## src/design/b2w_pkg.sv

```systemverilog
package b2w_pkg;

  localparam int unsigned ByteW  = 8;
  localparam int unsigned WordW  = 31;
  localparam int unsigned WbW    = 5;
  localparam int unsigned BufW   = 39;
  localparam int unsigned CntW   = 6;

  localparam logic [WbW-1:0]  WbReset = WbW'(8);
  localparam logic [CntW-1:0] ByteCnt = CntW'(ByteW);

  // One-hot sequencer states
  typedef enum logic [1:0] {
    ST_IDLE = 2'b01,
    ST_RUN  = 2'b10
  } state_e;

  // Result of one pass through the shared extract unit
  typedef struct packed {
    logic [WordW-1:0] word;   // low w bits of the buffer
    logic [BufW-1:0]  rest;   // buffer shifted down by w
    logic [CntW-1:0]  rem;    // count minus w
    logic             emit;   // count > w: a regular word is available
    logic             more;   // another regular word follows this one
  } step_res_t;

endpackage

```

## src/design/b2w_if.sv

```systemverilog
interface b2w_in_if;
  logic                          valid;
  logic                          ready;
  logic [b2w_pkg::ByteW-1:0]     data_byte;
  logic                          stream_last;

  modport source (output valid, data_byte, stream_last, input ready);
  modport sink   (input valid, data_byte, stream_last, output ready);
endinterface

interface b2w_out_if;
  logic                          valid;
  logic                          ready;
  logic [b2w_pkg::WordW-1:0]     word;
  logic                          run_last;
  logic                          flush_word;

  modport source (output valid, word, run_last, flush_word, input ready);
  modport sink   (input valid, word, run_last, flush_word, output ready);
endinterface

```

## src/design/byte_to_word_bit_repacker_core.sv

```systemverilog
// Byte to word bit repacker, 8 to N bit gearbox.
// Input channel in_i carries one byte per beat plus a stream_last flag. Each byte
// is appended above the bits already buffered, LSB first. Output channel out_o
// carries words of word_bits bits (1..31, 0 acts as 1), taken from the bottom of
// the buffer while strictly more than word_bits bits are held. On a last byte the
// remaining bits leave as one zero-padded flush word and the buffer empties.
// run_last marks the final word caused by a byte.
// Timing: a byte is accepted while the sequencer is idle, then the shared extract
// unit yields one word per cycle while the output register is free; a byte that
// produces no word returns the sequencer to idle. in_i.ready is high only while
// the sequencer is idle. The buffer and then the output register hold each word.
// A stalled receiver holds the output register; the sequencer waits on it, so
// back-pressure reaches the input through the sequencer.
// Writing cfg_wdata_i (while idle) sets word_bits and drops any partial word.
// Reset empties the buffer, sets word_bits to 8 and clears the output valid.
module byte_to_word_bit_repacker_core (
  input  logic                          clk_i,
  input  logic                          rst_ni,
  b2w_in_if.sink                        in_i,
  b2w_out_if.source                     out_o,
  input  logic                          cfg_we_i,
  input  logic [b2w_pkg::WbW-1:0]       cfg_wdata_i
);

  b2w_pkg::state_e                state_q, state_d;
  logic [b2w_pkg::WbW-1:0]        wb_q;
  logic [b2w_pkg::WbW-1:0]        width_eff;
  logic [b2w_pkg::BufW-1:0]       buf_q, buf_d;
  logic [b2w_pkg::CntW-1:0]       cnt_q, cnt_d;
  logic                           last_q, last_d;

  logic                           out_valid_q, out_valid_d;
  logic [b2w_pkg::WordW-1:0]      out_word_q, out_word_d;
  logic                           out_rlast_q, out_rlast_d;
  logic                           out_flush_q, out_flush_d;

  logic                           in_beat;
  logic                           out_free;
  logic                           load;
  b2w_pkg::step_res_t             step;

  // A width of zero behaves as one
  assign width_eff = (wb_q == '0) ? b2w_pkg::WbW'(1) : wb_q;

  assign in_i.ready = (state_q == b2w_pkg::ST_IDLE);
  assign in_beat    = in_i.valid && in_i.ready;
  // Output register can take a new word when empty or being drained this cycle
  assign out_free   = !out_valid_q || out_o.ready;

  b2w_step_unit u_step (
    .buf_i   (buf_q),
    .cnt_i   (cnt_q),
    .width_i (width_eff),
    .res_o   (step)
  );

  always_comb begin
    state_d     = state_q;
    buf_d       = buf_q;
    cnt_d       = cnt_q;
    last_d      = last_q;
    load        = 1'b0;
    out_word_d  = out_word_q;
    out_rlast_d = out_rlast_q;
    out_flush_d = out_flush_q;

    unique case (state_q)
      b2w_pkg::ST_IDLE: begin
        if (in_beat) begin
          // Append the byte above the buffered bits
          buf_d   = buf_q | (b2w_pkg::BufW'(in_i.data_byte) << cnt_q);
          cnt_d   = cnt_q + b2w_pkg::ByteCnt;
          last_d  = in_i.stream_last;
          state_d = b2w_pkg::ST_RUN;
        end
      end
      b2w_pkg::ST_RUN: begin
        if (out_free) begin
          if (step.emit) begin
            // Regular word: shift it out of the buffer
            load        = 1'b1;
            out_word_d  = step.word;
            out_rlast_d = !step.more && !last_q;
            out_flush_d = 1'b0;
            buf_d       = step.rest;
            cnt_d       = step.rem;
            if (!step.more && !last_q) begin
              state_d = b2w_pkg::ST_IDLE;
            end
          end else if (last_q) begin
            // Flush the remaining bits, zero-padded, and empty the buffer
            load        = 1'b1;
            out_word_d  = step.word;
            out_rlast_d = 1'b1;
            out_flush_d = 1'b1;
            buf_d       = '0;
            cnt_d       = '0;
            state_d     = b2w_pkg::ST_IDLE;
          end else begin
            // Byte completed no word
            state_d = b2w_pkg::ST_IDLE;
          end
        end
      end
      default: begin
        state_d = b2w_pkg::ST_IDLE;
      end
    endcase

    // A width change drops any partly assembled word
    if (cfg_we_i) begin
      buf_d = '0;
      cnt_d = '0;
    end
  end

  always_comb begin
    if (load) begin
      out_valid_d = 1'b1;
    end else if (out_o.ready) begin
      out_valid_d = 1'b0;
    end else begin
      out_valid_d = out_valid_q;
    end
  end

  always_ff @(posedge clk_i or negedge rst_ni) begin
    if (!rst_ni) begin
      state_q     <= b2w_pkg::ST_IDLE;
      wb_q        <= b2w_pkg::WbReset;
      buf_q       <= '0;
      cnt_q       <= '0;
      last_q      <= 1'b0;
      out_valid_q <= 1'b0;
    end else begin
      state_q     <= state_d;
      buf_q       <= buf_d;
      cnt_q       <= cnt_d;
      last_q      <= last_d;
      out_valid_q <= out_valid_d;
      if (cfg_we_i) begin
        wb_q <= cfg_wdata_i;
      end
    end
  end

  // Output payload: hold unless a new word is loaded
  always_ff @(posedge clk_i) begin
    out_word_q  <= out_word_d;
    out_rlast_q <= out_rlast_d;
    out_flush_q <= out_flush_d;
  end

  assign out_o.valid      = out_valid_q;
  assign out_o.word       = out_word_q;
  assign out_o.run_last   = out_rlast_q;
  assign out_o.flush_word = out_flush_q;

`ifndef SYNTHESIS
  a_cnt_bound: assert property (@(posedge clk_i) disable iff (!rst_ni)
    cnt_q <= b2w_pkg::CntW'(b2w_pkg::BufW))
    else $error("bit count beyond buffer width");

  a_idle_below_width: assert property (@(posedge clk_i) disable iff (!rst_ni)
    (state_q == b2w_pkg::ST_IDLE) |-> (cnt_q <= b2w_pkg::CntW'(width_eff)))
    else $error("idle with a complete word still buffered");

  a_clean_above_count: assert property (@(posedge clk_i) disable iff (!rst_ni)
    (buf_q >> cnt_q) == '0)
    else $error("stale bits above the bit count");

  a_flush_ends_run: assert property (@(posedge clk_i) disable iff (!rst_ni)
    (out_valid_q && out_flush_q) |-> out_rlast_q)
    else $error("flush word not marked as last of its byte");

  a_accept_starts_run: assert property (@(posedge clk_i) disable iff (!rst_ni)
    (in_beat && !cfg_we_i) |=> (state_q == b2w_pkg::ST_RUN && cnt_q >= b2w_pkg::ByteCnt))
    else $error("accepted byte did not start a run");
`endif

endmodule

```

## src/design/b2w_step_unit.sv

```systemverilog
module b2w_step_unit (
  input  logic [b2w_pkg::BufW-1:0]  buf_i,
  input  logic [b2w_pkg::CntW-1:0]  cnt_i,
  input  logic [b2w_pkg::WbW-1:0]   width_i,
  output b2w_pkg::step_res_t        res_o
);

  logic [b2w_pkg::WordW-1:0] mask;
  logic [b2w_pkg::CntW-1:0]  width_ext;

  // At the full width of 31 the shift wraps to zero and the mask becomes all ones.
  assign mask      = (b2w_pkg::WordW'(1) << width_i) - b2w_pkg::WordW'(1);
  assign width_ext = b2w_pkg::CntW'(width_i);

  always_comb begin
    res_o.word = buf_i[b2w_pkg::WordW-1:0] & mask;
    res_o.rest = buf_i >> width_i;
    res_o.rem  = cnt_i - width_ext;
    res_o.emit = cnt_i > width_ext;
    res_o.more = (cnt_i - width_ext) > width_ext;
  end

endmodule

```

## src/flat_wrapper.sv

```systemverilog
// flat-port wrapper written by rule: the top's interface ports become plain ports
module byte_to_word_bit_repacker_core_flat 
  (clk_i, rst_ni, cfg_we_i, cfg_wdata_i, in_i_valid, in_i_data_byte, in_i_stream_last, in_i_ready, out_o_valid, out_o_word, out_o_run_last, out_o_flush_word, out_o_ready);
  b2w_in_if in_i_i ();
  b2w_out_if out_o_i ();
  input  logic clk_i;
  input  logic rst_ni;
  input  logic cfg_we_i;
  input  logic [b2w_pkg::WbW-1:0] cfg_wdata_i;
  input wire logic [$bits(in_i_i.valid)-1:0] in_i_valid;
  input wire logic [$bits(in_i_i.data_byte)-1:0] in_i_data_byte;
  input wire logic [$bits(in_i_i.stream_last)-1:0] in_i_stream_last;
  output wire logic [$bits(in_i_i.ready)-1:0] in_i_ready;
  output wire logic [$bits(out_o_i.valid)-1:0] out_o_valid;
  output wire logic [$bits(out_o_i.word)-1:0] out_o_word;
  output wire logic [$bits(out_o_i.run_last)-1:0] out_o_run_last;
  output wire logic [$bits(out_o_i.flush_word)-1:0] out_o_flush_word;
  input wire logic [$bits(out_o_i.ready)-1:0] out_o_ready;
  assign in_i_i.valid = in_i_valid;
  assign in_i_i.data_byte = in_i_data_byte;
  assign in_i_i.stream_last = in_i_stream_last;
  assign in_i_ready = in_i_i.ready;
  assign out_o_valid = out_o_i.valid;
  assign out_o_word = out_o_i.word;
  assign out_o_run_last = out_o_i.run_last;
  assign out_o_flush_word = out_o_i.flush_word;
  assign out_o_i.ready = out_o_ready;
  byte_to_word_bit_repacker_core u_core (.clk_i(clk_i), .rst_ni(rst_ni), .in_i(in_i_i), .out_o(out_o_i), .cfg_we_i(cfg_we_i), .cfg_wdata_i(cfg_wdata_i));
endmodule
```

## config.mk

```make
export PLATFORM = sky130hd
export DESIGN_NAME = byte_to_word_bit_repacker_core_flat
export DESIGN_NICKNAME = d
export VERILOG_FILES = /design/src/design/b2w_pkg.sv /design/src/design/b2w_if.sv /design/src/design/byte_to_word_bit_repacker_core.sv /design/src/design/b2w_step_unit.sv /design/src/flat_wrapper.sv
export SDC_FILE = /design/constraint.sdc
export NUM_CORES = 1
export LEC_CHECK = 0
export BUFFER_PORTS_ARGS = -buffer_cell sky130_fd_sc_hd__buf_4
export CORE_ASPECT_RATIO = 0.7
export CORE_MARGIN = 2
export CORE_UTILIZATION = 55
export DETAILED_ROUTE_END_ITERATION = 16
export GPL_TIMING_DRIVEN = 0
export PLACE_DENSITY = 0.8
export SLEW_MARGIN = 25
export SYNTH_ARGS = -nofsm -noshare
export SYNTH_HDL_FRONTEND = slang
export SYNTH_HIERARCHICAL = 1
export SYNTH_SLANG_ARGS = --single-unit
```

## constraint.sdc

```tcl
create_clock -name clk_i -period 7.4 [get_ports clk_i]
set_input_delay 0.37 -clock clk_i [delete_from_list [all_inputs] [get_ports clk_i]]
set_output_delay 0.37 -clock clk_i [all_outputs]
set_load 0.03 [all_outputs]
```

==> results of run 1 <==
[synth_stat cells (all sizes together) (15+ instances only)]
cell,instances,area share
nor3,25,0.017
mux2i,42,0.055
buf,45,0.035
and2,16,0.012
nand2,111,0.051
o21ai,45,0.028
nor2b,17,0.013
a221oi,15,0.025
mux2,18,0.025
a21o,17,0.016
o22ai,19,0.015
edfxtp,33,0.12
dfrtp,52,0.16
a211oi,27,0.026
clkbuf,44,0.020
mux4,32,0.091
a21oi,79,0.050
nor2,56,0.026
[final timing paths]
check	end
max in group asynchronous	u_core/buf_q[33]$_DFFE_PN0P_
setup / recovery	u_core/out_o.word[7]$_DFFE_PP_
min in group clk_i	u_core/wb_q[0]$_DFFE_PN0P_
hold reg to reg	u_core/wb_q[2]$_DFFE_PN0P_
hold / removal	u_core/last_q$_DFFE_PN0P_
setup reg to reg	u_core/out_o.word[7]$_DFFE_PP_
[power by group]
part / switching, W / internal, W
Clock: 0.000220 / 0.000287
Combinational: 0.00103 / 0.000614
Sequential: 0.000244 / 0.000626
[flip-flops by register name, indices dropped and copies added, names as in the netlist]
signal                   count
u_core/buf_q                39
u_core/last_q                1
u_core/out_o.valid           1
u_core/out_o.flush_word      1
u_core/state_q               2
u_core/out_o.word           31
u_core/out_o.run_last        1
u_core/cnt_q                 6
u_core/wb_q                  5
[per-layer routing]
layer,part of all wire,GRT usage,routed length (um),up-vias
li1,-,-,-,3607
met1,0.38,0.647,13700,4252
met2,0.38,0.572,13400,987
met3,0.20,0.241,7220,135
met4,0.037,0.154,1330,3
met5,0.0016,0.0467,57,-
[logic make-up (layout without fill, tap and decap cells)]
kind of cell,after synthesis,in the layout,share of synthesized area
AO/OA/AOI/OAI,310,310,0.272
XOR/XNOR,4,4,0.00432
adder cells (fa/ha/maj),13,13,0.0210
buffers and inverters,103,172,0.0617
flip-flops,87,87,0.289
multiplexers,92,92,0.171
other,0,1,0
AND/OR/NAND/NOR,298,298,0.181
[placed cells by master, fill, tap and decap left out, drive strengths merged, types with 10 or more instances in the layout]
cell	n
nand2	111
buf	98
a21oi	79
nor2	56
clkbuf	54
dfrtp	52
o21ai	45
mux2i	42
edfxtp	33
mux4	32
a211oi	27
nor3	25
o22ai	19
mux2	18
nor2b	17
a21o	17
and2	16
inv	16
a221oi	15
o211ai	13
nand3	13
a211o	12
ha	12
a22oi	11
and3	10
[critical path, delay by kind of cell, from the launching register on]
family | cells | cell delay (ns)
buf+inv | 9 | 2.97
simple gates | 4 | 0.75
flops | 1 | 0.40
fa+ha+maj | 1 | 0.35
compound gates | 3 | 0.27
[metrics by stage]
step           total power, W   util  cell area, sq um  cells  hold WS [ns]
4_1_cts               0.00290  0.626              9100   1171        0.0797
5_1_grt               0.00310  0.626              9100   1171         0.125
3_3_place_gp          0.00238  0.601              8740   1154         0.462
2_1_floorplan         0.00184      -              8110    907        0.0744
3_5_place_dp          0.00239  0.604              8770   1155         0.462
6_report              0.00302  0.626              9100   1172        0.0640
[layout make-up]
class | instances | area (sq um) | area share
diodes | 1 | 2.50 | 0.000275
clock inverters | 6 | 71.3 | 0.00784
clock buffers | 10 | 250 | 0.0275
flip-flops and latches | 87 | 2340 | 0.258
plain buffers | 89 | 448 | 0.0492
repair buffers | 53 | 410 | 0.0451
multi-input cells | 717 | 5280 | 0.580
well taps | 195 | 244 | 0.0268
inverters | 14 | 52.6 | 0.00578
==> report_table.html, run 1 <==
<table>
<tr><th>Metric</th><th>Value</th></tr>
<tr><th colspan="2">Status</th></tr>
<tr><td>Outcome</td><td>finished clean</td></tr>
<tr><th colspan="2">Finish</th></tr>
<tr><td>Area growth from synthesis to layout</td><td>12.2%</td></tr>
<tr><td>Fill cells</td><td>approximately 1300</td></tr>
<tr><td>Final nets</td><td>between 1000 and 1500</td></tr>
<tr><td>Fraction of final layout cells sized beyond drive strength 1</td><td>0.185</td></tr>
<tr><th colspan="2">Worst setup path</th></tr>
<tr><td>R2R depth</td><td>17</td></tr>
<tr><td>Launching element of the worst setup path</td><td>u_core/wb_q[2]$_DFFE_PN0P_</td></tr>
<tr><td>Max stage delay cell, worst path</td><td>sky130_fd_sc_hd__buf_1</td></tr>
<tr><td>Data arrival, critical path</td><td>approximately 5.2 ns</td></tr>
<tr><td>Critical path class</td><td>reg2reg</td></tr>
<tr><td>Startpoint type of the worst setup path</td><td>register</td></tr>
<tr><td>Cell mode on critical path</td><td>sky130_fd_sc_hd__clkbuf_1</td></tr>
<tr><td>Flop-to-flop setup slack</td><td>about 2.3 ns</td></tr>
<tr><td>Chain of cells forming the critical path</td><td>clkbuf_1, clkbuf_1, inv_2, buf_2, buf_1, ha_1, a21o_1, a21oi_1, nor2b_1, o22ai_1, nand2_1, buf_6, clkbuf_1, clkbuf_1, nor2_1, nor2_4, buf_12</td></tr>
<tr><td>Required time at the endpoint of the critical path</td><td>about 7.5 ns</td></tr>
<tr><td>Critical path endpoint category</td><td>register</td></tr>
<tr><td>Startpoint of the most critical register-to-register path</td><td>u_core/wb_q[2]$_DFFE_PN0P_</td></tr>
<tr><td>CP peak stage delay</td><td>around 0.7 ns</td></tr>
<tr><td>Critical Path Fanout Max</td><td>27</td></tr>
<tr><th colspan="2">Global route</th></tr>
<tr><td>Global-route usage over all layers</td><td>0.454</td></tr>
<tr><td>Wire length of the first global-routing pass</td><td>roughly 52000 um</td></tr>
<tr><td>Total overflow reported by the global router</td><td>0</td></tr>
<tr><td>Number of antenna violations at the first check in global routing</td><td>1</td></tr>
<tr><td>Number of global-route vias before repair</td><td>approximately 8000</td></tr>
<tr><td>Largest net degree at the start of global routing</td><td>between 50 and 60</td></tr>
<tr><th colspan="2">Synth</th></tr>
<tr><td>Netlist Area Pre-Place</td><td>roughly 8100 sq um</td></tr>
<tr><td>Syn Nets</td><td>approximately 940</td></tr>
<tr><td>Gate Count Post-Synth</td><td>roughly 910</td></tr>
<tr><td>Post-synthesis cell type count</td><td>80</td></tr>
<tr><td>Prevailing post-synth register cell</td><td>sky130_fd_sc_hd__dfrtp_1</td></tr>
<tr><td>Mapped Avg Cell Area</td><td>approximately 8.9 sq um</td></tr>
<tr><td>Sequential-to-total area share from yosys stat</td><td>0.289</td></tr>
<tr><td>Synth async-reset ratio</td><td>0.621</td></tr>
<tr><td>Post-synth EDFFs</td><td>33</td></tr>
<tr><td>Warnings, synthesis</td><td>6</td></tr>
<tr><td>Synthesis-stage register bit count</td><td>just under 90</td></tr>
<tr><th colspan="2">Placed design</th></tr>
<tr><td>IO Port Bufs</td><td>52</td></tr>
<tr><td>Placer's final routability congestion estimate</td><td>between 1 and 1.5</td></tr>
<tr><td>Total half-perimeter wirelength after legalization and detailed placement</td><td>approximately 27000 um</td></tr>
<tr><td>Placement Setup Slack</td><td>2.63 ns</td></tr>
<tr><th colspan="2">Floorplanning</th></tr>
<tr><td>Vertical extent of the die</td><td>106 um</td></tr>
<tr><td>Number of top-level design ports</td><td>54</td></tr>
<tr><td>Chip width</td><td>approximately 150 um</td></tr>
<tr><td>Std cell rows</td><td>37</td></tr>
<tr><td>Area of the die</td><td>between 15000 and 20000 sq um</td></tr>
<tr><td>Initial core utilization</td><td>0.558</td></tr>
<tr><td>Placeable core region</td><td>14500 sq um</td></tr>
<tr><th colspan="2">Clock tree</th></tr>
<tr><td>CTS Buf Count</td><td>9</td></tr>
<tr><td>CTS sink cnt</td><td>87</td></tr>
<tr><td>Worst-case clock buffer depth</td><td>2</td></tr>
<tr><td>H-tree depth</td><td>3</td></tr>
<tr><td>Clock Tree Root</td><td>sky130_fd_sc_hd__clkbuf_16</td></tr>
<tr><td>Worst-skew pair later-pin latency</td><td>0.36 ns</td></tr>
<tr><td>Clock tree from TritonCTS</td><td>done</td></tr>
<tr><td>Gates resized, CTS repair</td><td>0</td></tr>
<tr><td># Post-CTS Setup Buffers</td><td>0</td></tr>
<tr><td># hold bufs at CTS</td><td>0</td></tr>
<tr><td>Clock-pin slew of the registers on the worst-case setup and hold paths</td><td>0.07 ns</td></tr>
<tr><th colspan="2">Timing</th></tr>
<tr><td>Minimum setup slack in the final design</td><td>2.31 ns</td></tr>
<tr><td>Final setup violation count</td><td>0</td></tr>
<tr><td>Sum of negative setup slack</td><td>0 ns</td></tr>
<tr><td>Transition time of the tightest slew-check pin</td><td>around 1.2 ns</td></tr>
<tr><td>Clock skew</td><td>0.00927 ns</td></tr>
<tr><td>Unrepaired setup endpoints after global routing</td><td>no</td></tr>
<tr><td>Max-slew headroom at the worst pin</td><td>0.230</td></tr>
<tr><td>Max Freq</td><td>a little under 0.2 GHz</td></tr>
<tr><td>Crit share post-route</td><td>0.688</td></tr>
<tr><td>Final Max Tran Viols</td><td>0</td></tr>
<tr><td>Period minus WS final</td><td>approximately 5.1 ns</td></tr>
<tr><td>Hold violation total from the final report</td><td>0</td></tr>
<tr><th colspan="2">Route</th></tr>
<tr><td>Total wirelength of the detailed-routed design</td><td>between 30000 and 40000 um</td></tr>
<tr><td>Count of TritonRoute iterations in the first routing pass</td><td>6</td></tr>
<tr><td>Total via count in the routed design</td><td>~9000</td></tr>
<tr><td>Vias per inst</td><td>~7.7</td></tr>
<tr><td>Drt wl/cell</td><td>between 30 and 40 um</td></tr>
<tr><td>DR DRC count</td><td>0</td></tr>
<tr><td>First DRT Iteration DRCs</td><td>between 1500 and 2000</td></tr>
<tr><td>DRT antenna net count</td><td>0</td></tr>
<tr><th colspan="2">Power and ir drop</th></tr>
<tr><td>Leakage</td><td>around 3.7 nW</td></tr>
<tr><td>Worst voltage drop across the vdd grid</td><td>approximately 0.24 mV</td></tr>
<tr><td>Power density over the cells</td><td>approximately 330 nW/um^2</td></tr>
<tr><th colspan="2">Flow run</th></tr>
<tr><td>Max Cap Viol</td><td>0</td></tr>
<tr><th colspan="2">Min path</th></tr>
<tr><td>Worst hold path class</td><td>in2async</td></tr>
</table>
(Power assumes the default switching activity.)
==> inputs of run 2 (changes only) <==
Settings changed: ABC_AREA from default to 1, PLACE_DENSITY 0.8 to 0.81.
Clock period 7.4 ns to 5.3 ns, I/O delays scaled along.
==> run 2 against run 1 <==
  * Worst setup slack worse by 1.0 ns
  * Routed wire length is 12% lower
  * Global-route usage is 5.0 points lower
  * Synthesized cell count is 40% higher
  * Worst hold slack better by 0.037 ns
  * Maximum frequency is 28% higher
  * Core utilization is 0.87 points higher
  * Highest routed layer is now met4
  * Critical path depth is 3 higher
==> report_table.html, run 2 <==
<table>
<tr><th>Metric</th><th>Value</th></tr>
<tr><th colspan="2">Status</th></tr>
<tr><td>Outcome</td><td>finished clean</td></tr>
<tr><th colspan="2">Finish</th></tr>
<tr><td>Antenna cells</td><td>0 (-1)</td></tr>
<tr><td>Most common library cell in the layout ignoring fill and taps</td><td>sky130_fd_sc_hd__nand2_1</td></tr>
<tr><td>Number of flip-flops under the largest register name</td><td>39 (unchanged)</td></tr>
<tr><td>Final nets</td><td>1368 (+36%)</td></tr>
<tr><td>Biggest register</td><td>u_core/buf_q</td></tr>
<tr><td>Area growth from synthesis to layout</td><td>12.5%</td></tr>
<tr><td>Fraction of final layout cells sized beyond drive strength 1</td><td>0.119 (-0.0661)</td></tr>
<tr><td>Core occupancy in the finished layout</td><td>0.635 (+0.00866)</td></tr>
<tr><td>Top library cells by usage in the layout, fill and taps aside</td><td>sky130_fd_sc_hd__nand2_1 (426), sky130_fd_sc_hd__nand3_1 (179), sky130_fd_sc_hd__nor2_1 (124), sky130_fd_sc_hd__inv_1 (90), sky130_fd_sc_hd__a21oi_1 (79)</td></tr>
<tr><th colspan="2">Global route</th></tr>
<tr><td>Number of antenna violations at the first check in global routing</td><td>0 (-1)</td></tr>
<tr><td>Largest net degree at the start of global routing</td><td>55 (unchanged)</td></tr>
<tr><td>Total overflow reported by the global router</td><td>0 (unchanged)</td></tr>
<tr><td>Number of global-route vias before repair</td><td>8219 (-0.22%)</td></tr>
<tr><td>Global-route usage over all layers</td><td>0.404 (-0.0499)</td></tr>
<tr><td>Wire length of the first global-routing pass</td><td>46800 um (-11%)</td></tr>
<tr><th colspan="2">Placed design</th></tr>
<tr><td>IO Port Bufs</td><td>52 (unchanged)</td></tr>
<tr><td>Placer's final routability congestion estimate</td><td>1.13 (+7.3%)</td></tr>
<tr><td>Total half-perimeter wirelength after legalization and detailed placement</td><td>24900 um (-7.7%)</td></tr>
<tr><th colspan="2">Floorplanning</th></tr>
<tr><td>Number of top-level design ports</td><td>54 (unchanged)</td></tr>
<tr><td>Chip width</td><td>147 um (-1.4%)</td></tr>
<tr><td>Initial core utilization</td><td>0.564 (+0.00649)</td></tr>
<tr><td>Std cell rows</td><td>36 (-2.7%)</td></tr>
<tr><td>Placeable core region</td><td>14000 sq um (-3.9%)</td></tr>
<tr><td>Area of the die</td><td>15300 sq um (-2.7%)</td></tr>
<tr><td>Vertical extent of the die</td><td>104 um (-1.4%)</td></tr>
<tr><th colspan="2">Worst setup path</th></tr>
<tr><td>Worst r2r dst</td><td>u_core/state_q[1]$_DFFE_PN0P_</td></tr>
<tr><td>Flop-to-flop setup slack</td><td>1.31 ns (-1.00 ns)</td></tr>
<tr><td>Required time at the endpoint of the critical path</td><td>5.55 ns (-1.91 ns)</td></tr>
<tr><td>Data arrival, critical path</td><td>4.24 ns (-0.92 ns)</td></tr>
<tr><td>Critical path endpoint category</td><td>register</td></tr>
<tr><td>Critical Path Fanout Max</td><td>11 (-59%)</td></tr>
<tr><td>Critical path class</td><td>reg2reg</td></tr>
<tr><td>R2R depth</td><td>20 (+3)</td></tr>
<tr><td>Startpoint type of the worst setup path</td><td>register</td></tr>
<tr><td>Startpoint of the most critical register-to-register path</td><td>u_core/wb_q[2]$_DFFE_PN0P_</td></tr>
<tr><th colspan="2">Synth</th></tr>
<tr><td>Synth cell count leaders</td><td>sky130_fd_sc_hd__nand2_1 (426), sky130_fd_sc_hd__nand3_1 (179), sky130_fd_sc_hd__nor2_1 (125)</td></tr>
<tr><td>Synthesis-stage register bit count</td><td>87 (unchanged)</td></tr>
<tr><td>Netlist Area Pre-Place</td><td>7880 sq um (-2.8%)</td></tr>
<tr><td>Syn Nets</td><td>1302 (+39%)</td></tr>
<tr><td>Yosys top cell area share</td><td>0.203 (+0.0425)</td></tr>
<tr><td>Library cell occupying the most area in the post-synthesis netlist</td><td>sky130_fd_sc_hd__nand2_1</td></tr>
<tr><td>Biggest area contributors in the synthesized netlist</td><td>sky130_fd_sc_hd__nand2_1 (20%), sky130_fd_sc_hd__dfrtp_1 (17%), sky130_fd_sc_hd__edfxtp_1 (13%)</td></tr>
<tr><td>Post-synth EDFFs</td><td>33 (unchanged)</td></tr>
<tr><td>Gate Count Post-Synth</td><td>1270 (+40%)</td></tr>
<tr><td>Sequential-to-total area share from yosys stat</td><td>0.298 (+0.00841)</td></tr>
<tr><td>Post-synthesis cell type count</td><td>50 (-38%)</td></tr>
<tr><td>Mapped Avg Cell Area</td><td>6.20 sq um (-31%)</td></tr>
<tr><td>Warnings, synthesis</td><td>6 (unchanged)</td></tr>
<tr><td>Most instantiated library cell after synthesis</td><td>sky130_fd_sc_hd__nand2_1</td></tr>
<tr><td>Prevailing post-synth register cell</td><td>sky130_fd_sc_hd__dfrtp_1</td></tr>
<tr><td>Synth async-reset ratio</td><td>0.621 (unchanged)</td></tr>
<tr><th colspan="2">Route</th></tr>
<tr><td>DRT antenna net count</td><td>0 (unchanged)</td></tr>
<tr><td>Vias per inst</td><td>6.20 (-19%)</td></tr>
<tr><td>Total via count in the routed design</td><td>9490 (+5.6%)</td></tr>
<tr><td>Drt wl/cell</td><td>20.5 um (-33%)</td></tr>
<tr><td>Total wirelength of the detailed-routed design</td><td>31300 um (-12%)</td></tr>
<tr><td>Count of TritonRoute iterations in the first routing pass</td><td>8 (+2)</td></tr>
<tr><td>DR DRC count</td><td>0 (unchanged)</td></tr>
<tr><td>First DRT Iteration DRCs</td><td>1539 (-2.7%)</td></tr>
<tr><th colspan="2">Timing</th></tr>
<tr><td>Final Max Tran Viols</td><td>0 (unchanged)</td></tr>
<tr><td>Max Freq</td><td>0.250 GHz (+28%)</td></tr>
<tr><td>Transition time of the tightest slew-check pin</td><td>1.00 ns (-0.149 ns)</td></tr>
<tr><td>Sum of negative setup slack</td><td>0 ns (unchanged)</td></tr>
<tr><td>Max-slew headroom at the worst pin</td><td>0.331 (+0.101)</td></tr>
<tr><td>Clock skew</td><td>0.00877 ns (-0.000500 ns)</td></tr>
<tr><td>Unrepaired setup endpoints after global routing</td><td>no</td></tr>
<tr><td>Final setup violation count</td><td>0 (unchanged)</td></tr>
<tr><td>Crit share post-route</td><td>0.753 (+0.0647)</td></tr>
<tr><td>Hold violation total from the final report</td><td>0 (unchanged)</td></tr>
<tr><td>Period minus WS final</td><td>3.99 ns (-1.10 ns)</td></tr>
<tr><th colspan="2">Flow run</th></tr>
<tr><td>Max Cap Viol</td><td>0 (unchanged)</td></tr>
<tr><th colspan="2">Min path</th></tr>
<tr><td>Worst hold path class</td><td>in2reg</td></tr>
<tr><td>Critical hold path startpoint</td><td>in_i_stream_last</td></tr>
<tr><td>End point of the most critical hold path</td><td>u_core/last_q$_DFFE_PN0P_</td></tr>
<tr><td>Cells on Worst Hold Path</td><td>3</td></tr>
<tr><th colspan="2">Clock tree</th></tr>
<tr><td>Clock Tree Root</td><td>sky130_fd_sc_hd__clkbuf_16</td></tr>
<tr><td>Worst-case clock buffer depth</td><td>2 (unchanged)</td></tr>
<tr><td>CTS sink cnt</td><td>87 (unchanged)</td></tr>
<tr><td>Worst-skew pair later-pin latency</td><td>0.36 ns (about the same)</td></tr>
<tr><td>Clock-pin slew of the registers on the worst-case setup and hold paths</td><td>0.07 ns (about the same)</td></tr>
<tr><td>CTS Buf Count</td><td>9 (unchanged)</td></tr>
<tr><td>H-tree depth</td><td>3 (unchanged)</td></tr>
<tr><td>Clock tree from TritonCTS</td><td>done</td></tr>
<tr><th colspan="2">Power and ir drop</th></tr>
<tr><td>Power density over the cells</td><td>532 nW/um^2 (+60%)</td></tr>
<tr><td>Leakage</td><td>4.34 nW (+19%)</td></tr>
<tr><td>Worst voltage drop across the vdd grid</td><td>0.474 mV (+100%)</td></tr>
</table>
[run 2: cell count changes in the layout (fill, tap and decap cells not counted), sizes merged, moves of 18 or more]
cell    delta
nor2      +81
mux2      -18
a211oi    -26
o21ai     +26
inv       +91
mux2i     -39
nand4     +20
nand2    +323
mux4      -32
nand3    +169
[run 2: area by class of cell]
| type | instances | area, sq um |
|---|---|---|
| buffer | 75 | 427 |
| clock buffer | 9 | 225 |
| clock inverter | 7 | 72.6 |
| fill | 1364 | 5100 |
| inverter | 105 | 402 |
| multi-input combinational | 1003 | 4720 |
| sequential | 87 | 2340 |
| tap | 190 | 238 |
| timing repair buffer | 55 | 433 |
[run 2: per-stage QoR]
| step | instances | worst slack (ns) | hold WS (ns) | cell area [sq um] | power (W) |
|---|---|---|---|---|---|
| after floorplan | 1270 | 1.15 | -0.0306 | 7880 | 0.00302 |
| after global placement | 1512 | -0.634 | 0.347 | 8510 | 0.00386 |
| after global routing | 1531 | 1.06 | 0.105 | 8860 | 0.00501 |
| after CTS | 1531 | 1.41 | 0.0974 | 8860 | 0.00457 |
| final | 1531 | 1.31 | 0.101 | 8860 | 0.00472 |
| after detailed placement | 1514 | 1.44 | 0.349 | 8550 | 0.00391 |
[run 2: report_power, final]
part	internal, W	leakage (nW)	switching [W]	total (W)
Clock	0.000333	0.143	0.000313	0.000646
Combinational	0.000866	3.19	0.00205	0.00292
Sequential	0.000919	1.01	0.000234	0.00115
Total	0.00212	4.34	0.00260	0.00472
[run 2: layer usage]
| metal | up-vias | global-route usage | share of wire |
|---|---|---|---|
| met5 | - | 0 | 0 |
| met3 | 75 | 0.214 | 0.18 |
| li1 | 4308 | - | - |
| met1 | 4331 | 0.602 | 0.42 |
| met4 | 0 | 0.0968 | 0.025 |
| met2 | 776 | 0.500 | 0.37 |
[run 2: how the worst max path moves through the flow]
stage / cells past startpoint / startpoint / end / slack [ns]
after floorplan: 8 / u_core/wb_q[1]$_DFFE_PN0P_ / u_core/out_o.flush_word$_SDFFCE_PP0P_ / 1.15
after global placement: 8 / u_core/wb_q[1]$_DFFE_PN0P_ / u_core/out_o.word[15]$_DFFE_PP_ / -0.63
after detailed placement: 20 / u_core/wb_q[2]$_DFFE_PN0P_ / u_core/state_q[1]$_DFFE_PN0P_ / 1.44
after CTS: 20 / u_core/wb_q[2]$_DFFE_PN0P_ / u_core/state_q[1]$_DFFE_PN0P_ / 1.41
after global routing: 20 / u_core/wb_q[2]$_DFFE_PN0P_ / u_core/state_q[1]$_DFFE_PN0P_ / 1.06
final: 20 / u_core/wb_q[2]$_DFFE_PN0P_ / u_core/state_q[1]$_DFFE_PN0P_ / 1.31
[run 2: logic make-up after synthesis]
kind of cell             share of synthesized area
AND/OR/NAND/NOR                              0.445
adder cells (fa/ha/maj)                     0.0216
XOR/XNOR                                   0.00667
flip-flops                                   0.298
AO/OA/AOI/OAI                                0.120
multiplexers                               0.00381
buffers and inverters                        0.105
[run 2: repair_timing]
action,CTS,global route
hold endpoints to repair,52,0
resized for setup,0,0
hold buffers,1,0
buffers inserted,0,0
[run 2: worst max-delay path, cell delays in order, from the launching register on]
cell and delay [ns]:
sky130_fd_sc_hd__dfrtp_1 0.40, sky130_fd_sc_hd__clkbuf_1 0.10, sky130_fd_sc_hd__buf_2 0.17, sky130_fd_sc_hd__inv_2 0.19
sky130_fd_sc_hd__buf_2 0.29, sky130_fd_sc_hd__buf_2 0.39, sky130_fd_sc_hd__ha_1 0.36, sky130_fd_sc_hd__a21oi_1 0.17
sky130_fd_sc_hd__nand2_1 0.07, sky130_fd_sc_hd__or2_2 0.27, sky130_fd_sc_hd__nand2_1 0.06, sky130_fd_sc_hd__inv_1 0.06
sky130_fd_sc_hd__ha_1 0.29, sky130_fd_sc_hd__a21oi_1 0.13, sky130_fd_sc_hd__o21ai_0 0.10, sky130_fd_sc_hd__a21oi_1 0.12
sky130_fd_sc_hd__o21ai_0 0.10, sky130_fd_sc_hd__o21ai_0 0.26, sky130_fd_sc_hd__a21oi_1 0.10, sky130_fd_sc_hd__nor2_1 0.16
sky130_fd_sc_hd__inv_1 0.05
==> inputs of run 3 (changes only) <==
Settings changed: PLACE_DENSITY 0.81 to 0.83.
Clock period 5.3 ns to 3.3 ns, I/O delays scaled along.
==> run 3 against run 2 <==
  * Largest cell class unchanged
  * Design area grew 1.8%
  * Register-to-register slack got worse by 1.3 ns
  * Worst hold slack worse by 0.085 ns
  * Maximum frequency grew 23%
  * Sequential share of layout area fell by 0.46 points
  * Routed wire length rose by 3.0%
  * Worst setup slack worse by 1.3 ns
  * Critical path type unchanged
==> report_table.html, run 3 (same netlist as run 2, synthesis figures left out) <==
<table>
<tr><th>Metric</th><th>Value</th></tr>
<tr><th colspan="2">Placed design</th></tr>
<tr><td>Placer's final routability congestion estimate</td><td>1.11 (-1.5%)</td></tr>
<tr><td>IO Port Bufs</td><td>52 (unchanged)</td></tr>
<tr><td>Placement Setup Slack</td><td>-0.514 ns (-1.95 ns)</td></tr>
<tr><td>Total half-perimeter wirelength after legalization and detailed placement</td><td>25200 um (+1.5%)</td></tr>
<tr><th colspan="2">Clock tree</th></tr>
<tr><td>Clock tree from TritonCTS</td><td>done</td></tr>
<tr><td>Clock-pin slew of the registers on the worst-case setup and hold paths</td><td>0.07 ns (about the same)</td></tr>
<tr><td>Worst-skew pair later-pin latency</td><td>0.35 ns (about the same)</td></tr>
<tr><td>CTS Buf Count</td><td>9 (unchanged)</td></tr>
<tr><td>Worst-case clock buffer depth</td><td>2 (unchanged)</td></tr>
<tr><td>Clock Tree Root</td><td>sky130_fd_sc_hd__clkbuf_16</td></tr>
<tr><td>CTS sink cnt</td><td>87 (unchanged)</td></tr>
<tr><td>H-tree depth</td><td>3 (unchanged)</td></tr>
<tr><th colspan="2">Global route</th></tr>
<tr><td>Global-route usage over all layers</td><td>0.412 (+0.00856)</td></tr>
<tr><td>Total overflow reported by the global router</td><td>0 (unchanged)</td></tr>
<tr><td>Number of antenna violations at the first check in global routing</td><td>1 (+1)</td></tr>
<tr><td>Wire length of the first global-routing pass</td><td>48200 um (+3.1%)</td></tr>
<tr><td>Number of global-route vias before repair</td><td>8449 (+2.8%)</td></tr>
<tr><td>Largest net degree at the start of global routing</td><td>55 (unchanged)</td></tr>
<tr><th colspan="2">Route</th></tr>
<tr><td>Count of TritonRoute iterations in the first routing pass</td><td>7 (-1)</td></tr>
<tr><td>Total wirelength of the detailed-routed design</td><td>32200 um (+3.0%)</td></tr>
<tr><td>First DRT Iteration DRCs</td><td>1684 (+9.4%)</td></tr>
<tr><td>DR DRC count</td><td>0 (unchanged)</td></tr>
<tr><td>DRT antenna net count</td><td>0 (unchanged)</td></tr>
<tr><td>Drt wl/cell</td><td>21.0 um (+2.8%)</td></tr>
<tr><td>Total via count in the routed design</td><td>9688 (+2.1%)</td></tr>
<tr><td>Vias per inst</td><td>6.32 (+1.9%)</td></tr>
<tr><th colspan="2">Worst setup path</th></tr>
<tr><td>Kind of cell adding the most delay to the critical path</td><td>compound AO/OA/AOI/OAI gates</td></tr>
<tr><td>Required time at the endpoint of the critical path</td><td>3.55 ns (-2.00 ns)</td></tr>
<tr><td>CP peak stage delay</td><td>0.45 ns (+0.05 ns)</td></tr>
<tr><td>Critical Path Fanout Max</td><td>19 (+8)</td></tr>
<tr><td>Data arrival, critical path</td><td>3.51 ns (-0.73 ns)</td></tr>
<tr><td>Startpoint of the most critical register-to-register path</td><td>u_core/wb_q[2]$_DFFE_PN0P_</td></tr>
<tr><td>Chain of cells forming the critical path</td><td>clkbuf_1, buf_6, clkinv_8, buf_8, ha_4, a21oi_1, nand2_1, or2_2, nand2_1, inv_1, ha_1, a21oi_1, o21ai_1, a21oi_1, o21ai_1, o21ai_1, a21oi_1, nor2_1, inv_1</td></tr>
<tr><td>Cell mode on critical path</td><td>sky130_fd_sc_hd__a21oi_1</td></tr>
<tr><td>Startpoint type of the worst setup path</td><td>register</td></tr>
<tr><td>Critical path endpoint category</td><td>register</td></tr>
<tr><td>Critical path buffer and inverter count</td><td>6 (-1)</td></tr>
<tr><td>Critical path class</td><td>reg2reg</td></tr>
<tr><td>Launching element of the worst setup path</td><td>u_core/wb_q[2]$_DFFE_PN0P_</td></tr>
<tr><td>Max stage delay cell, worst path</td><td>sky130_fd_sc_hd__dfrtp_1</td></tr>
<tr><th colspan="2">Finish</th></tr>
<tr><td>Biggest register</td><td>u_core/buf_q</td></tr>
<tr><td>Top library cells by usage in the layout, fill and taps aside</td><td>sky130_fd_sc_hd__nand2_1 (425), sky130_fd_sc_hd__nand3_1 (179), sky130_fd_sc_hd__nor2_1 (123), sky130_fd_sc_hd__inv_1 (89), sky130_fd_sc_hd__a21oi_1 (79)</td></tr>
<tr><td>Most common library cell in the layout ignoring fill and taps</td><td>sky130_fd_sc_hd__nand2_1</td></tr>
<tr><td>Antenna cells</td><td>0 (unchanged)</td></tr>
<tr><td>Area growth from synthesis to layout</td><td>14.5%</td></tr>
<tr><td>Core occupancy in the finished layout</td><td>0.646 (+0.0113)</td></tr>
<tr><td>Number of flip-flops under the largest register name</td><td>39 (unchanged)</td></tr>
<tr><td>Fraction of final layout cells sized beyond drive strength 1</td><td>0.129 (+0.0102)</td></tr>
<tr><td>Final nets</td><td>1371 (+0.22%)</td></tr>
<tr><th colspan="2">Power and ir drop</th></tr>
<tr><td>Leakage</td><td>4.38 nW (+0.93%)</td></tr>
<tr><td>Power density over the cells</td><td>870 nW/um^2 (+63%)</td></tr>
<tr><td>Worst voltage drop across the vdd grid</td><td>0.700 mV (+48%)</td></tr>
<tr><th colspan="2">Timing</th></tr>
<tr><td>Max-slew headroom at the worst pin</td><td>0.524 (+0.193)</td></tr>
<tr><td>Hold violation total from the final report</td><td>0 (unchanged)</td></tr>
<tr><td>Period minus WS final</td><td>3.26 ns (-0.735 ns)</td></tr>
<tr><td>Final setup violation count</td><td>0 (unchanged)</td></tr>
<tr><td>Crit share post-route</td><td>0.987 (+0.234)</td></tr>
<tr><td>Hold slack final</td><td>0.0157 ns (-0.0849 ns)</td></tr>
<tr><td>Minimum setup slack in the final design</td><td>0.0428 ns (-1.27 ns)</td></tr>
<tr><td>Transition time of the tightest slew-check pin</td><td>0.714 ns (-0.289 ns)</td></tr>
<tr><td>Unrepaired setup endpoints after global routing</td><td>yes</td></tr>
<tr><td>Max Freq</td><td>0.307 GHz (+23%)</td></tr>
<tr><td>Final Max Tran Viols</td><td>0 (unchanged)</td></tr>
<tr><td>Clock skew</td><td>0.00977 ns (+0.00101 ns)</td></tr>
<tr><th colspan="2">Min path</th></tr>
<tr><td>Worst hold path class</td><td>in2reg</td></tr>
<tr><td>Critical hold path startpoint</td><td>cfg_wdata_i[3]</td></tr>
<tr><th colspan="2">Status</th></tr>
<tr><td>Outcome</td><td>finished clean</td></tr>
<tr><th colspan="2">Floorplanning</th></tr>
<tr><td>Number of top-level design ports</td><td>54 (unchanged)</td></tr>
<tr><td>Std cell rows</td><td>36 (unchanged)</td></tr>
<tr><td>Area of the die</td><td>15300 sq um (unchanged)</td></tr>
<tr><td>Initial core utilization</td><td>0.564 (unchanged)</td></tr>
<tr><td>Placeable core region</td><td>14000 sq um (unchanged)</td></tr>
<tr><td>Vertical extent of the die</td><td>104 um (unchanged)</td></tr>
<tr><td>Chip width</td><td>147 um (unchanged)</td></tr>
<tr><th colspan="2">Flow run</th></tr>
<tr><td>Max Cap Viol</td><td>0 (unchanged)</td></tr>
</table>
[run 3: cell count changes in the layout (fill, tap and decap cells not counted), sizes merged]
cell	previous run	this run
buf	100	102
inv	107	106
dlygate4sd3	1	3
[run 3: area by class of cell]
class / count / area, sq um
Buffer: 72 / 434
Sequential cell: 87 / 2340
Tap cell: 190 / 238
Clock buffer: 10 / 250
Timing Repair Buffer: 61 / 478
Fill cell: 1286 / 4940
Clock inverter: 6 / 53.8
Multi-Input combinational cell: 1003 / 4800
Inverter: 105 / 417
[run 3: metal layers]
layer,vias up,track usage,wire [um]
met5,-,0,13
met4,2,0.106,840
met3,86,0.200,6190
met2,899,0.524,12300
met1,4377,0.612,12900
li1,4324,-,-
[run 3: through the flow]
stage	power, W	setup TNS (ns)	instances	area [sq um]
final	0.00784	0	1534	9020
after global routing	0.00825	-0.121	1534	9020
after CTS	0.00739	0	1530	8900
after detailed placement	0.00629	-28.57	1513	8550
after global placement	0.00622	-65.83	1512	8520
after floorplan	0.00485	0	1270	7890
[run 3: timing repair]
item,in CTS,in global routing
endpoints found under the setup margin,82,48
setup buffers,1,4
gates resized for setup,9,22
pin swaps,1,13
hold buffers,3,0
gates cloned,0,0
hold endpoints to repair,54,0
[run 3: worst min-delay path, delay by kind of cell]
kind,cells,cell delay [ns]
simple gates,2,0.10
buf+inv,1,0.08
[run 3: path summary, 6_finish.rpt]
kind                                                  to  slack (ns)  cells after the start
hold reg to reg               u_core/wb_q[3]$_DFFE_PN1P_        0.50                      2
hold / removal                u_core/wb_q[3]$_DFFE_PN1P_        0.02                      3
setup reg to reg           u_core/state_q[1]$_DFFE_PN0P_        0.04                     19
setup / recovery           u_core/state_q[1]$_DFFE_PN0P_        0.04                     19
max in group asynchronous     u_core/wb_q[1]$_DFFE_PN0P_        2.42                      2
min in group asynchronous   u_core/buf_q[17]$_DFFE_PN0P_        0.40                      2
[run 3: where the power goes]
group	switching (W)	internal, W	leakage [nW]
sequential	0.000390	0.00148	1.01
combinational	0.00343	0.00149	3.23
clock	0.000485	0.000572	0.147
total	0.00431	0.00353	4.38
